`src/sv/assert_macros.svh`:
```
// Assertion helpers shared by the RTL. Each use sits on a line of its own.
`ifndef ASSERT_MACROS_SVH
`define ASSERT_MACROS_SVH

// Property checked at every rising edge of clk_i outside reset.
`define ASSERT_CLK(label, prop, msg) \
  label: assert property (@(posedge clk_i) disable iff (!rst_ni) (prop)) else $error(msg);

// Implication whose consequent is checked in the cycle after the antecedent.
`define ASSERT_NEXT(label, ante, cons, msg) \
  label: assert property (@(posedge clk_i) disable iff (!rst_ni) (ante) |=> (cons)) \
    else $error(msg);

`endif

```
`src/sv/csq_pkg.sv`:
```
`timescale 1ns / 1ps

package csq_pkg;

  localparam int unsigned OpWidth    = 3;
  localparam int unsigned ValueWidth = 32;
  localparam int unsigned CountWidth = 6;

  typedef enum logic [OpWidth-1:0] {
    OP_START   = 3'd0,
    OP_ADVANCE = 3'd1,
    OP_INSERT  = 3'd2,
    OP_ATTACH  = 3'd3,
    OP_REMOVE  = 3'd4,
    OP_READ    = 3'd5
  } op_e;

  // Command applied to all cells of a stack in the same cycle.
  typedef enum logic [1:0] {
    STK_HOLD,
    STK_PUSH,
    STK_POP,
    STK_REPL
  } stk_cmd_e;

  // Command seen by one cell of a stack.
  typedef enum logic [1:0] {
    CELL_HOLD,
    CELL_TAKE_PREV,
    CELL_TAKE_NEXT
  } cell_cmd_e;

  typedef struct packed {
    stk_cmd_e left_cmd;
    stk_cmd_e right_cmd;
  } zip_ctl_t;

  typedef enum logic [1:0] {
    ST_IDLE,
    ST_REWIND,
    ST_PLACE
  } csq_state_e;

endpackage

```
`src/sv/csq_cell.sv`:
```
`timescale 1ns / 1ps

module csq_cell #(
  parameter int unsigned DATA_WIDTH = 32
) (
  input  logic                  clk_i,
  input  csq_pkg::cell_cmd_e    cmd_i,
  input  logic [DATA_WIDTH-1:0] prev_i,
  input  logic [DATA_WIDTH-1:0] next_i,
  output logic [DATA_WIDTH-1:0] data_o
);

  logic [DATA_WIDTH-1:0] data_q, data_d;

  always_comb begin
    case (cmd_i)
      csq_pkg::CELL_TAKE_PREV: data_d = prev_i;
      csq_pkg::CELL_TAKE_NEXT: data_d = next_i;
      default:                 data_d = data_q;
    endcase
  end

  always_ff @(posedge clk_i) begin
    data_q <= data_d;
  end

  assign data_o = data_q;

endmodule

```
`src/sv/csq_stack.sv`:
```
`timescale 1ns / 1ps

module csq_stack #(
  parameter int unsigned DEPTH      = 32,
  parameter int unsigned DATA_WIDTH = 32,
  localparam int unsigned CW        = $clog2(DEPTH + 1)
) (
  input  logic                  clk_i,
  input  logic                  rst_ni,
  input  csq_pkg::stk_cmd_e     cmd_i,
  input  logic [DATA_WIDTH-1:0] push_data_i,
  output logic [DATA_WIDTH-1:0] top_o,
  output logic [CW-1:0]         count_o
);

  logic [DATA_WIDTH-1:0] cell_data [DEPTH];
  logic [CW-1:0]         count_q, count_d;

  // Cell zero is the top; a push moves every word one cell deeper.
  for (genvar i = 0; i < DEPTH; i++) begin : g_cell
    csq_pkg::cell_cmd_e    cmd;
    logic [DATA_WIDTH-1:0] prev, next;

    if (i == 0) begin : g_top
      assign prev = push_data_i;
      always_comb begin
        case (cmd_i)
          csq_pkg::STK_PUSH: cmd = csq_pkg::CELL_TAKE_PREV;
          csq_pkg::STK_REPL: cmd = csq_pkg::CELL_TAKE_PREV;
          csq_pkg::STK_POP:  cmd = csq_pkg::CELL_TAKE_NEXT;
          default:           cmd = csq_pkg::CELL_HOLD;
        endcase
      end
    end else begin : g_inner
      assign prev = cell_data[i-1];
      always_comb begin
        case (cmd_i)
          csq_pkg::STK_PUSH: cmd = csq_pkg::CELL_TAKE_PREV;
          csq_pkg::STK_POP:  cmd = csq_pkg::CELL_TAKE_NEXT;
          default:           cmd = csq_pkg::CELL_HOLD;
        endcase
      end
    end

    if (i == DEPTH - 1) begin : g_last
      assign next = cell_data[i];
    end else begin : g_mid
      assign next = cell_data[i+1];
    end

    csq_cell #(
      .DATA_WIDTH(DATA_WIDTH)
    ) u_cell (
      .clk_i (clk_i),
      .cmd_i (cmd),
      .prev_i(prev),
      .next_i(next),
      .data_o(cell_data[i])
    );
  end

  always_comb begin
    case (cmd_i)
      csq_pkg::STK_PUSH: count_d = count_q + CW'(1);
      csq_pkg::STK_POP:  count_d = count_q - CW'(1);
      default:           count_d = count_q;
    endcase
  end

  always_ff @(posedge clk_i or negedge rst_ni) begin
    if (!rst_ni) begin
      count_q <= '0;
    end else begin
      count_q <= count_d;
    end
  end

  assign top_o   = cell_data[0];
  assign count_o = count_q;

endmodule

```
`src/sv/csq_ctrl.sv`:
```
`timescale 1ns / 1ps
`include "assert_macros.svh"

module csq_ctrl #(
  parameter int unsigned CAPACITY   = 32,
  parameter int unsigned DATA_WIDTH = 32,
  localparam int unsigned CW        = $clog2(CAPACITY + 1)
) (
  input  logic                              clk_i,
  input  logic                              rst_ni,
  input  logic                              start_i,
  input  logic [csq_pkg::OpWidth-1:0]       op_i,
  input  logic [DATA_WIDTH-1:0]             value_i,
  input  logic [DATA_WIDTH-1:0]             left_top_i,
  input  logic [CW-1:0]                     left_count_i,
  input  logic [CW-1:0]                     right_count_i,
  output logic                              busy_o,
  output csq_pkg::zip_ctl_t                 ctl_o,
  output logic [DATA_WIDTH-1:0]             right_push_o,
  output logic                              done_o,
  output logic                              error_o
);

  csq_pkg::csq_state_e   state_q, state_d;
  logic                  pend_q, pend_d;
  logic [DATA_WIDTH-1:0] value_q, value_d;
  logic                  done_q, done_d;
  logic                  err_q, err_d;

  logic [CW-1:0] total;
  logic          full, here, left_any, last_move, accept;

  assign total     = left_count_i + right_count_i;
  assign full      = (total == CW'(CAPACITY));
  assign here      = (right_count_i != '0);
  assign left_any  = (left_count_i != '0);
  assign last_move = (left_count_i == CW'(1));
  assign accept    = start_i && (state_q == csq_pkg::ST_IDLE);

  // Next state.
  always_comb begin
    state_d = state_q;
    case (state_q)
      csq_pkg::ST_IDLE: begin
        if (accept) begin
          case (csq_pkg::op_e'(op_i))
            csq_pkg::OP_START: begin
              if (left_any) state_d = csq_pkg::ST_REWIND;
            end
            csq_pkg::OP_INSERT: begin
              if (!full && !here && left_any) state_d = csq_pkg::ST_REWIND;
            end
            default: state_d = csq_pkg::ST_IDLE;
          endcase
        end
      end
      csq_pkg::ST_REWIND: begin
        if (last_move) state_d = pend_q ? csq_pkg::ST_PLACE : csq_pkg::ST_IDLE;
      end
      csq_pkg::ST_PLACE: state_d = csq_pkg::ST_IDLE;
      default:           state_d = csq_pkg::ST_IDLE;
    endcase
  end

  // Stack commands and result strobe.
  always_comb begin
    ctl_o.left_cmd  = csq_pkg::STK_HOLD;
    ctl_o.right_cmd = csq_pkg::STK_HOLD;
    right_push_o    = value_i;
    done_d          = 1'b0;
    err_d           = 1'b0;
    pend_d          = pend_q;
    value_d         = value_q;
    case (state_q)
      csq_pkg::ST_IDLE: begin
        if (accept) begin
          case (csq_pkg::op_e'(op_i))
            csq_pkg::OP_START: begin
              pend_d = 1'b0;
              done_d = !left_any;
            end
            csq_pkg::OP_ADVANCE: begin
              done_d = 1'b1;
              if (!here) begin
                err_d = 1'b1;
              end else begin
                ctl_o.left_cmd  = csq_pkg::STK_PUSH;
                ctl_o.right_cmd = csq_pkg::STK_POP;
              end
            end
            csq_pkg::OP_INSERT: begin
              if (full) begin
                done_d = 1'b1;
                err_d  = 1'b1;
              end else if (here || !left_any) begin
                done_d          = 1'b1;
                ctl_o.right_cmd = csq_pkg::STK_PUSH;
              end else begin
                // No current item: rewind to the head, then place the word.
                pend_d  = 1'b1;
                value_d = value_i;
              end
            end
            csq_pkg::OP_ATTACH: begin
              done_d = 1'b1;
              if (full) begin
                err_d = 1'b1;
              end else if (here) begin
                ctl_o.left_cmd  = csq_pkg::STK_PUSH;
                ctl_o.right_cmd = csq_pkg::STK_REPL;
              end else begin
                ctl_o.right_cmd = csq_pkg::STK_PUSH;
              end
            end
            csq_pkg::OP_REMOVE: begin
              done_d = 1'b1;
              if (!here) begin
                err_d = 1'b1;
              end else begin
                ctl_o.right_cmd = csq_pkg::STK_POP;
              end
            end
            default: done_d = 1'b1;
          endcase
        end
      end
      csq_pkg::ST_REWIND: begin
        ctl_o.left_cmd  = csq_pkg::STK_POP;
        ctl_o.right_cmd = csq_pkg::STK_PUSH;
        right_push_o    = left_top_i;
        done_d          = last_move && !pend_q;
      end
      csq_pkg::ST_PLACE: begin
        ctl_o.right_cmd = csq_pkg::STK_PUSH;
        right_push_o    = value_q;
        done_d          = 1'b1;
        pend_d          = 1'b0;
      end
      default: done_d = 1'b0;
    endcase
  end

  always_ff @(posedge clk_i or negedge rst_ni) begin
    if (!rst_ni) begin
      state_q <= csq_pkg::ST_IDLE;
      pend_q  <= 1'b0;
      done_q  <= 1'b0;
      err_q   <= 1'b0;
    end else begin
      state_q <= state_d;
      pend_q  <= pend_d;
      done_q  <= done_d;
      err_q   <= err_d;
    end
  end

  always_ff @(posedge clk_i) begin
    value_q <= value_d;
  end

  assign busy_o  = (state_q != csq_pkg::ST_IDLE);
  assign done_o  = done_q;
  assign error_o = err_q;

  `ASSERT_CLK(a_total_bound, ({1'b0, left_count_i} + {1'b0, right_count_i}) <= (CW+1)'(CAPACITY), "list holds more than capacity")
  `ASSERT_CLK(a_rewind_has_left, (state_q != csq_pkg::ST_REWIND) || left_any, "rewind with nothing ahead of the cursor")
  `ASSERT_NEXT(a_err_keeps_state, accept && err_d, $stable(left_count_i) && $stable(right_count_i) && done_o, "refused request changed the list")
  `ASSERT_NEXT(a_place_done, state_q == csq_pkg::ST_PLACE, done_o && !error_o && (state_q == csq_pkg::ST_IDLE), "placement after rewind gave no result")

endmodule

```
`src/sv/cursor_sequence_table.sv`:
```
`timescale 1ns / 1ps
// Ordered list of up to CAPACITY words with a cursor, built as two stacks of
// cells that meet at the cursor: the left stack holds the items ahead of the
// cursor, the right stack holds the current item on its top and the rest.
// A request (op_i, value_i) is taken at a rising edge where start is high and
// busy is low. Its result is on current_value_o, has_current_o, count_o and
// error_o for exactly one cycle, while done_o is high; the receiver cannot
// stall, so nothing is held back on the result side.
// Advance, attach, remove, read, refused requests, insert with a current item
// and insert into an empty list need no rewind: done_o rises in the cycle after
// acceptance and a new request may be taken in the same cycle as that strobe.
// Start, and insert without a current item on a list that is not empty, rewind
// the cursor to the head by moving one word per cycle from the left to the
// right stack, and insert then places its word on the right stack; busy stays
// high meanwhile.
// Reset empties the list and leaves the cursor at the head; stored words are
// not cleared.
module cursor_sequence_table #(
  parameter int unsigned CAPACITY   = 32,
  parameter int unsigned DATA_WIDTH = 32
) (
  input  logic                                 clk_i,
  input  logic                                 rst_ni,
  input  logic                                 start,
  output logic                                 busy,
  input  logic [csq_pkg::OpWidth-1:0]          op_i,
  input  logic [csq_pkg::ValueWidth-1:0]       value_i,
  output logic                                 done_o,
  output logic [csq_pkg::ValueWidth-1:0]       current_value_o,
  output logic                                 has_current_o,
  output logic [csq_pkg::CountWidth-1:0]       count_o,
  output logic                                 error_o
);

  localparam int unsigned CW = $clog2(CAPACITY + 1);

  csq_pkg::zip_ctl_t     ctl;
  logic [DATA_WIDTH-1:0] value_m, left_top, right_top, right_push;
  logic [CW-1:0]         left_count, right_count, total;
  logic [63:0]           value_ext, cur_ext, total_ext;

  assign value_ext = 64'(value_i);
  assign value_m   = value_ext[DATA_WIDTH-1:0];

  csq_ctrl #(
    .CAPACITY  (CAPACITY),
    .DATA_WIDTH(DATA_WIDTH)
  ) u_ctrl (
    .clk_i        (clk_i),
    .rst_ni       (rst_ni),
    .start_i      (start),
    .op_i         (op_i),
    .value_i      (value_m),
    .left_top_i   (left_top),
    .left_count_i (left_count),
    .right_count_i(right_count),
    .busy_o       (busy),
    .ctl_o        (ctl),
    .right_push_o (right_push),
    .done_o       (done_o),
    .error_o      (error_o)
  );

  // The left stack only ever receives the word leaving the right stack's top.
  csq_stack #(
    .DEPTH     (CAPACITY),
    .DATA_WIDTH(DATA_WIDTH)
  ) u_left (
    .clk_i      (clk_i),
    .rst_ni     (rst_ni),
    .cmd_i      (ctl.left_cmd),
    .push_data_i(right_top),
    .top_o      (left_top),
    .count_o    (left_count)
  );

  csq_stack #(
    .DEPTH     (CAPACITY),
    .DATA_WIDTH(DATA_WIDTH)
  ) u_right (
    .clk_i      (clk_i),
    .rst_ni     (rst_ni),
    .cmd_i      (ctl.right_cmd),
    .push_data_i(right_push),
    .top_o      (right_top),
    .count_o    (right_count)
  );

  assign total           = left_count + right_count;
  assign total_ext       = 64'(total);
  assign has_current_o   = (right_count != '0);
  assign cur_ext         = has_current_o ? 64'(right_top) : 64'd0;
  assign current_value_o = cur_ext[csq_pkg::ValueWidth-1:0];
  assign count_o         = total_ext[csq_pkg::CountWidth-1:0];

endmodule
```
`config.mk`:
```
export PLATFORM = sky130hd
export DESIGN_NAME = cursor_sequence_table
export DESIGN_NICKNAME = d
export VERILOG_FILES = /design/src/sv/csq_pkg.sv /design/src/sv/csq_cell.sv /design/src/sv/csq_stack.sv /design/src/sv/csq_ctrl.sv /design/src/sv/cursor_sequence_table.sv
export VERILOG_INCLUDE_DIRS = /design/src /design/src/sv
export SDC_FILE = /design/constraint.sdc
export NUM_CORES = 2
export LEC_CHECK = 0
export BUFFER_PORTS_ARGS = -buffer_cell sky130_fd_sc_hd__buf_2
export CAP_MARGIN = 20
export CORE_MARGIN = 1.5
export CORE_UTILIZATION = 63
export DETAILED_ROUTE_END_ITERATION = 16
export PLACE_DENSITY = 0.87
export SYNTH_ARGS = -nofsm -noshare
export SYNTH_HDL_FRONTEND = slang
export SYNTH_SLANG_ARGS = --single-unit
export TNS_END_PERCENT = 5
```
`constraint.sdc`:
```
create_clock -name clk_i -period 38 [get_ports clk_i]
set_clock_uncertainty 0.15 [all_clocks]
set_input_delay 3.8 -clock clk_i [delete_from_list [all_inputs] [get_ports clk_i]]
set_output_delay 3.8 -clock clk_i [all_outputs]
set_load 0.05 [all_outputs]
```
* Word level (Yosys, flattened, before mapping)
Index checks and enable logic that the tools add are counted.
** Cells by class
- Add/sub/neg operators :: 5
- Eq/ne operators :: 29
- Multiplexer cells :: 104
- Bitwise logic cells :: 2
- Reduce and logical (&&, ||, !) cells :: 29
** Operators with widths (number)
- $pmux W32 S2 :: 63
- $mux W32 :: 1
- $pmux W2 S2 :: 8
- $pmux W6 S2 :: 2
- $eq A2 B2 Y1 const B :: 9
- $mux W2 :: 8
- $reduce_bool A2 Y1 :: 8
- $eq A2 B1 Y1 const B :: 7
- $add A6 B1 Y6 const B :: 2
- $mux W1 :: 12
- $ne A3 B3 Y1 const B :: 4
- $reduce_bool A6 Y1 :: 2
- $sub A6 B1 Y6 const B :: 2
- $pmux W1 S2 :: 5
- $reduce_and A5 Y1 :: 2
- $reduce_or A2 Y1 :: 5
- $pmux W2 S4 :: 1
- $add A6 B6 Y6 :: 1
- $eq A3 B2 Y1 const B :: 2
- $eq A6 B1 Y1 const B :: 1
- $eq A6 B6 Y1 const B :: 1
- $mux W3 :: 2
- $logic_and A1 B1 Y1 :: 4
- $logic_not A1 Y1 :: 4
- 11 further kinds :: 13
** Storage, ports and cells
- Register bits after elaboration :: 2097
- Logic and storage cells :: 240

* Longest topological paths before layout
- Depth after elaboration :: 13
- Gate-level depth with buffers :: 16
- Gate-level depth less buffers :: 16

* By module
A second synthesis with hierarchy kept.
** Second synthesis, totals
- Cell total of the unflattened synthesis :: 4952
- Area total of the unflattened synthesis :: 101492.3 µm²
** Modules (own cells, without submodules)
- csq_cell :: times used 64, cells each 71, area each 1525.2 µm², seq. area each 960.9 µm²
- csq_ctrl :: times used 1, cells each 230, area each 2269.7 µm², seq. area each 1086.0 µm²
- csq_stack (u_right) :: times used 1, cells each 60, area each 568.0 µm², seq. area each 150.1 µm²
- cursor_sequence_table :: times used 1, cells each 62, area each 528.0 µm², seq. area each 0.0 µm²
- csq_stack (u_left) :: times used 1, cells each 56, area each 513.0 µm², seq. area each 150.1 µm²

* Worst setup path after synthesis
Ideal clock, no wire load.
- Path type :: input-to-reg
- Start :: in start
- End :: reg u_left.count_q[3] (netlist: u_left.count_o[3])
- Library setup time :: 0.181 ns
- Arrival time :: 28.106 ns
- Required time :: 37.669 ns
- Path slack :: 9.562 ns
- Cell stages on the path :: 6
- Path buffers :: 0
- Cell sequence :: nand2_1 -> nor2_1 -> nand4_1 -> ha_1 -> o21ai_0 -> xnor2_1
** On the way
- Word-level cells in the longest chain between the ends :: 5
** RTL lines
- from (decl) :: line cursor_sequence_table.sv:24 : input logic start,
- $logic_and A1 B1 Y1 (*) :: line csq_ctrl.sv:38 : assign accept = start_i && (state_q == csq_pkg::ST_IDLE);
- $mux W4 (*) :: line csq_ctrl.sv:76 : if (accept) begin
- $pmux W2 S2 (*) :: line csq_ctrl.sv:74 : case (state_q)
- $eq A2 B2 Y1 / $eq A2 B1 Y1 (equally long branches) :: line csq_stack.sv:63 : case (cmd_i)
- $pmux W6 S2 / $reduce_bool A2 Y1 (equally long branches)
- to (signal assigned) :: line csq_stack.sv:74 : count_q <= count_d;
- to (decl) :: line csq_stack.sv:17 : logic [CW-1:0] count_q, count_d;
Every way passes the cells marked *; elsewhere a longest branch is shown, timed or not.
A chain may end at the register's enable or synchronous reset.

* Final worst setup path
- Start :: in start
- End :: reg u_right.g_cell[30].u_cell.data_q[28], enable pin
** On the way
- Word-level cells in the longest chain between the ends :: 7
** RTL lines
- $logic_and A1 B1 Y1 (*) :: line csq_ctrl.sv:38
- $mux W4 (*) :: line csq_ctrl.sv:76
- $pmux W2 S2 (*) :: line csq_ctrl.sv:74
- $eq A2 B2 Y1 / $eq A2 B1 Y1 (equally long branches) :: line csq_stack.sv:37 : case (cmd_i)
- $pmux W2 S2 (*) :: line csq_stack.sv:37
- $eq A2 B2 Y1 / $eq A2 B1 Y1 (equally long branches) :: line csq_cell.sv:16 : case (cmd_i)
- $reduce_bool A2 Y1 (no source line) (*)
- to (signal assigned) :: line csq_cell.sv:24 : data_q <= data_d;
- to (decl) :: line csq_cell.sv:13 : logic [DATA_WIDTH-1:0] data_q, data_d;
Marked as above.

==> results.ini <==
[power]
powerDensity_mw_per_mm2 = 75.5
ir_drop_mv = 0.0829
leakage_nw = 31.3
total_power_mw = 7.32

[job]
max-cap-violations = 0

[clock_network]
cts_max_level = 4
ctsResizeCount = 0
clock-sinks = 2097
clockRootBuffer = clkbuf_16
numCtsBuffers = 198
ctsLongestPathBuffers = 3
ctsHoldBuffers = 0
insertion_delay_ns = 0.82
cts_tree = done
post_cts_buffers = 0
clkSlewWorstSetupHoldPaths_ns = 0.08

[final_layout]
drive_gt1_share_pct = 48.4
instances_no_fill = 6774
final_common_cell = edfxtp_1
final_cell_mix = edfxtp_1, mux2_2, clkbuf_16
fin_nets = 4796
area_growth_pct = 10.1

[global_routing]
grt_usage_pct = 20.5
grt_pass1_wl_um = 233000
grt.overflow.total = 0
grt_max_degree = 227
first_global_vias = 42100
antenna_found_initial = 14

[critical_path]
crit_arrival_ns = 8.56
cp-end-kind = flop
start_kind = input port
cp_top_family = buffers and inverters
cp_cell_sequence = buf_2, nand2_1, nor2_1, o211ai_1, nor2_1, o21bai_1, ha_4, inv_8, buf_16, buf_12, buf_4, buf_4
slowest_stage = buf_4
crit_fanout = 209
crit_path_max_incr_delay_ns = 0.96
cp.required_ns = 38.25
critPathBufInv = 6
path_class = input port to flop

[routing]
drtPass1Iterations = 5
drc = 0
vias_per_cell = 6.04
routedWlPerCell_um = 21.8
wl_um = 148000
drt_iter0_drc = 3625
drtAntennaViolNets = 0
vias = 40900

[run_status]
status = completed

[sta]
maxSlewViolCount = 0
totalNegativeSetupSlack_ns = 0
hold_viol_final = 0
tightest_slew_ns = 1.17
final.period_utilization_pct = 21.9
slew-limit-headroom_pct = 22.0
hold_slack_ns = 0.254
period_minus_slack_ns = 8.31
rsz0062_at_grt = false
finalSetupViolations = 0
max_freq_mhz = 120

[synth]
postSynthCellCount = 4649
ys_warn_count = 0
syn_nets = 4713
ys.flop_type = edfxtp_1
synthArstFlopShare_pct = 0.811
synth_seq_cells = 2097
synth_edf_count = 2080
syn_avg_cell_area_um2 = 18.9
synth.distinct_cells = 44
synthTopCellsByArea = edfxtp_1, mux2_2, clkbuf_1
synth_top_area_cell = edfxtp_1
yosysSeqAreaShare_pct = 71.5
yosysTopAreaCellShare_pct = 71.0
syn_area_mm2 = 0.0880

[floorplanning]
io_pins = 80
die_h_um = 377
start_util_pct = 63.7
core-area_mm2 = 0.138
die_w_um = 377
die-area_mm2 = 0.142
rows = 136

[place]
place_inst = 6389
place_hpwl_um = 80000
io_buffers = 79
place_congestion = 0.852

[worst_hold_path]
hp-class = flop to flop

[area by class of cell]
type / count / area [µm²]
clock inverter: 126 / 1330
timing repair buffer: 127 / 951
clock buffer: 241 / 5120
fill: 7789 / 41100
inverter: 11 / 48.8
multi-input combinational: 2297 / 24200
antenna: 12 / 30.0
tap: 1863 / 2330
sequential: 2097 / 62900
[registers in the layout, indices dropped and copies added, names as in the netlist]
signal and count:
u_left.g_cell.u_cell.data_o 1024, u_right.g_cell.u_cell.data_o 1024, u_ctrl.value_q 32, u_left.count_o 6, u_right.count_o 6, u_ctrl.state_q 2
u_ctrl.done_o 1, u_ctrl.error_o 1, u_ctrl.pend_q 1
[synth_stat cells (2+ instances only)]
cell	instances
nand2_1	81
nand4_1	2
xnor2_1	7
o21ai_0	75
a22oi_1	33
and2_1	34
ha_1	24
nor3_1	4
o21bai_1	2
clkbuf_1	236
inv_1	11
a211oi_1	4
a21oi_1	7
fa_1	2
buf_1	8
o21a_1	3
a21o_1	3
dfrtp_1	17
nor2b_1	2
o22ai_1	2
xor2_1	7
nor3b_1	2
o211ai_1	2
mux2_2	1953
nor2_1	19
nand3_1	4
edfxtp_1	2080
nand2b_1	2
nor4_1	3
and3_1	3
nor4b_1	3
o41a_1	2
[routing by layer]
layer | vias up | share of wire, % | track usage [%]
met2 | 1033 | 50 | 33.6
li1 | 18500 | - | -
met4 | 8 | 3.3 | 7.46
met1 | 21100 | 43 | 27.8
met5 | - | 0.033 | 0
met3 | 289 | 4.4 | 3.43
[metrics by stage]
| stage | utilization [%] | area (µm²) | setup WS, ns |
|---|---|---|---|
| 4_1_cts | 70.1 | 96700 | 29.59 |
| 3_5_place_dp | 65.4 | 90200 | 28.71 |
| 2_1_floorplan | - | 88000 | 9.56 |
| 3_3_place_gp | 65.4 | 90200 | 28.82 |
| 5_1_grt | 70.2 | 96900 | 29.27 |
| 6_report | 70.2 | 96900 | 29.69 |
[final timing paths]
kind                            slack (ns)                                start  depth (start not counted)                              endpoint
min in group asynchronous             2.75                               rst_ni                          1                        u_ctrl.error_o
max in group asynchronous            34.60                               rst_ni                          1                     u_left.count_o[1]
worst max-delay path                 29.69                                start                         12  u_right.g_cell[30].u_cell.data_o[28]
worst min register to register        0.25  u_left.g_cell[30].u_cell.data_o[15]                          0   u_left.g_cell[31].u_cell.data_o[15]
worst max register to register       30.42                    u_left.count_o[0]                         14  u_right.g_cell[30].u_cell.data_o[28]
worst min-delay path                  0.25  u_left.g_cell[30].u_cell.data_o[15]                          0   u_left.g_cell[31].u_cell.data_o[15]
[where the power goes]
part	switching [mW]	total [mW]	internal (mW)
Sequential	0.355	3.90	3.54
Combinational	0.776	1.47	0.693
Clock	0.874	1.95	1.08
Total	2.01	7.32	5.31
[cells by family (layout without fill, tap and decap cells)]
kind of cell,count (synthesis),after routing,share of synthesized area (%)
other,0,12,0
DFF,2097,2097,71.5
buffers and inverters,255,505,1.09
AOI/OAI and AO/OA,139,139,0.970
adders and majority gates,26,26,0.387
muxes,1953,1953,25.0
xor gates and xnor gates,14,14,0.139
and+or+nand+nor,165,165,0.919
No activity file was read; power rests on OpenSTA's default activity.
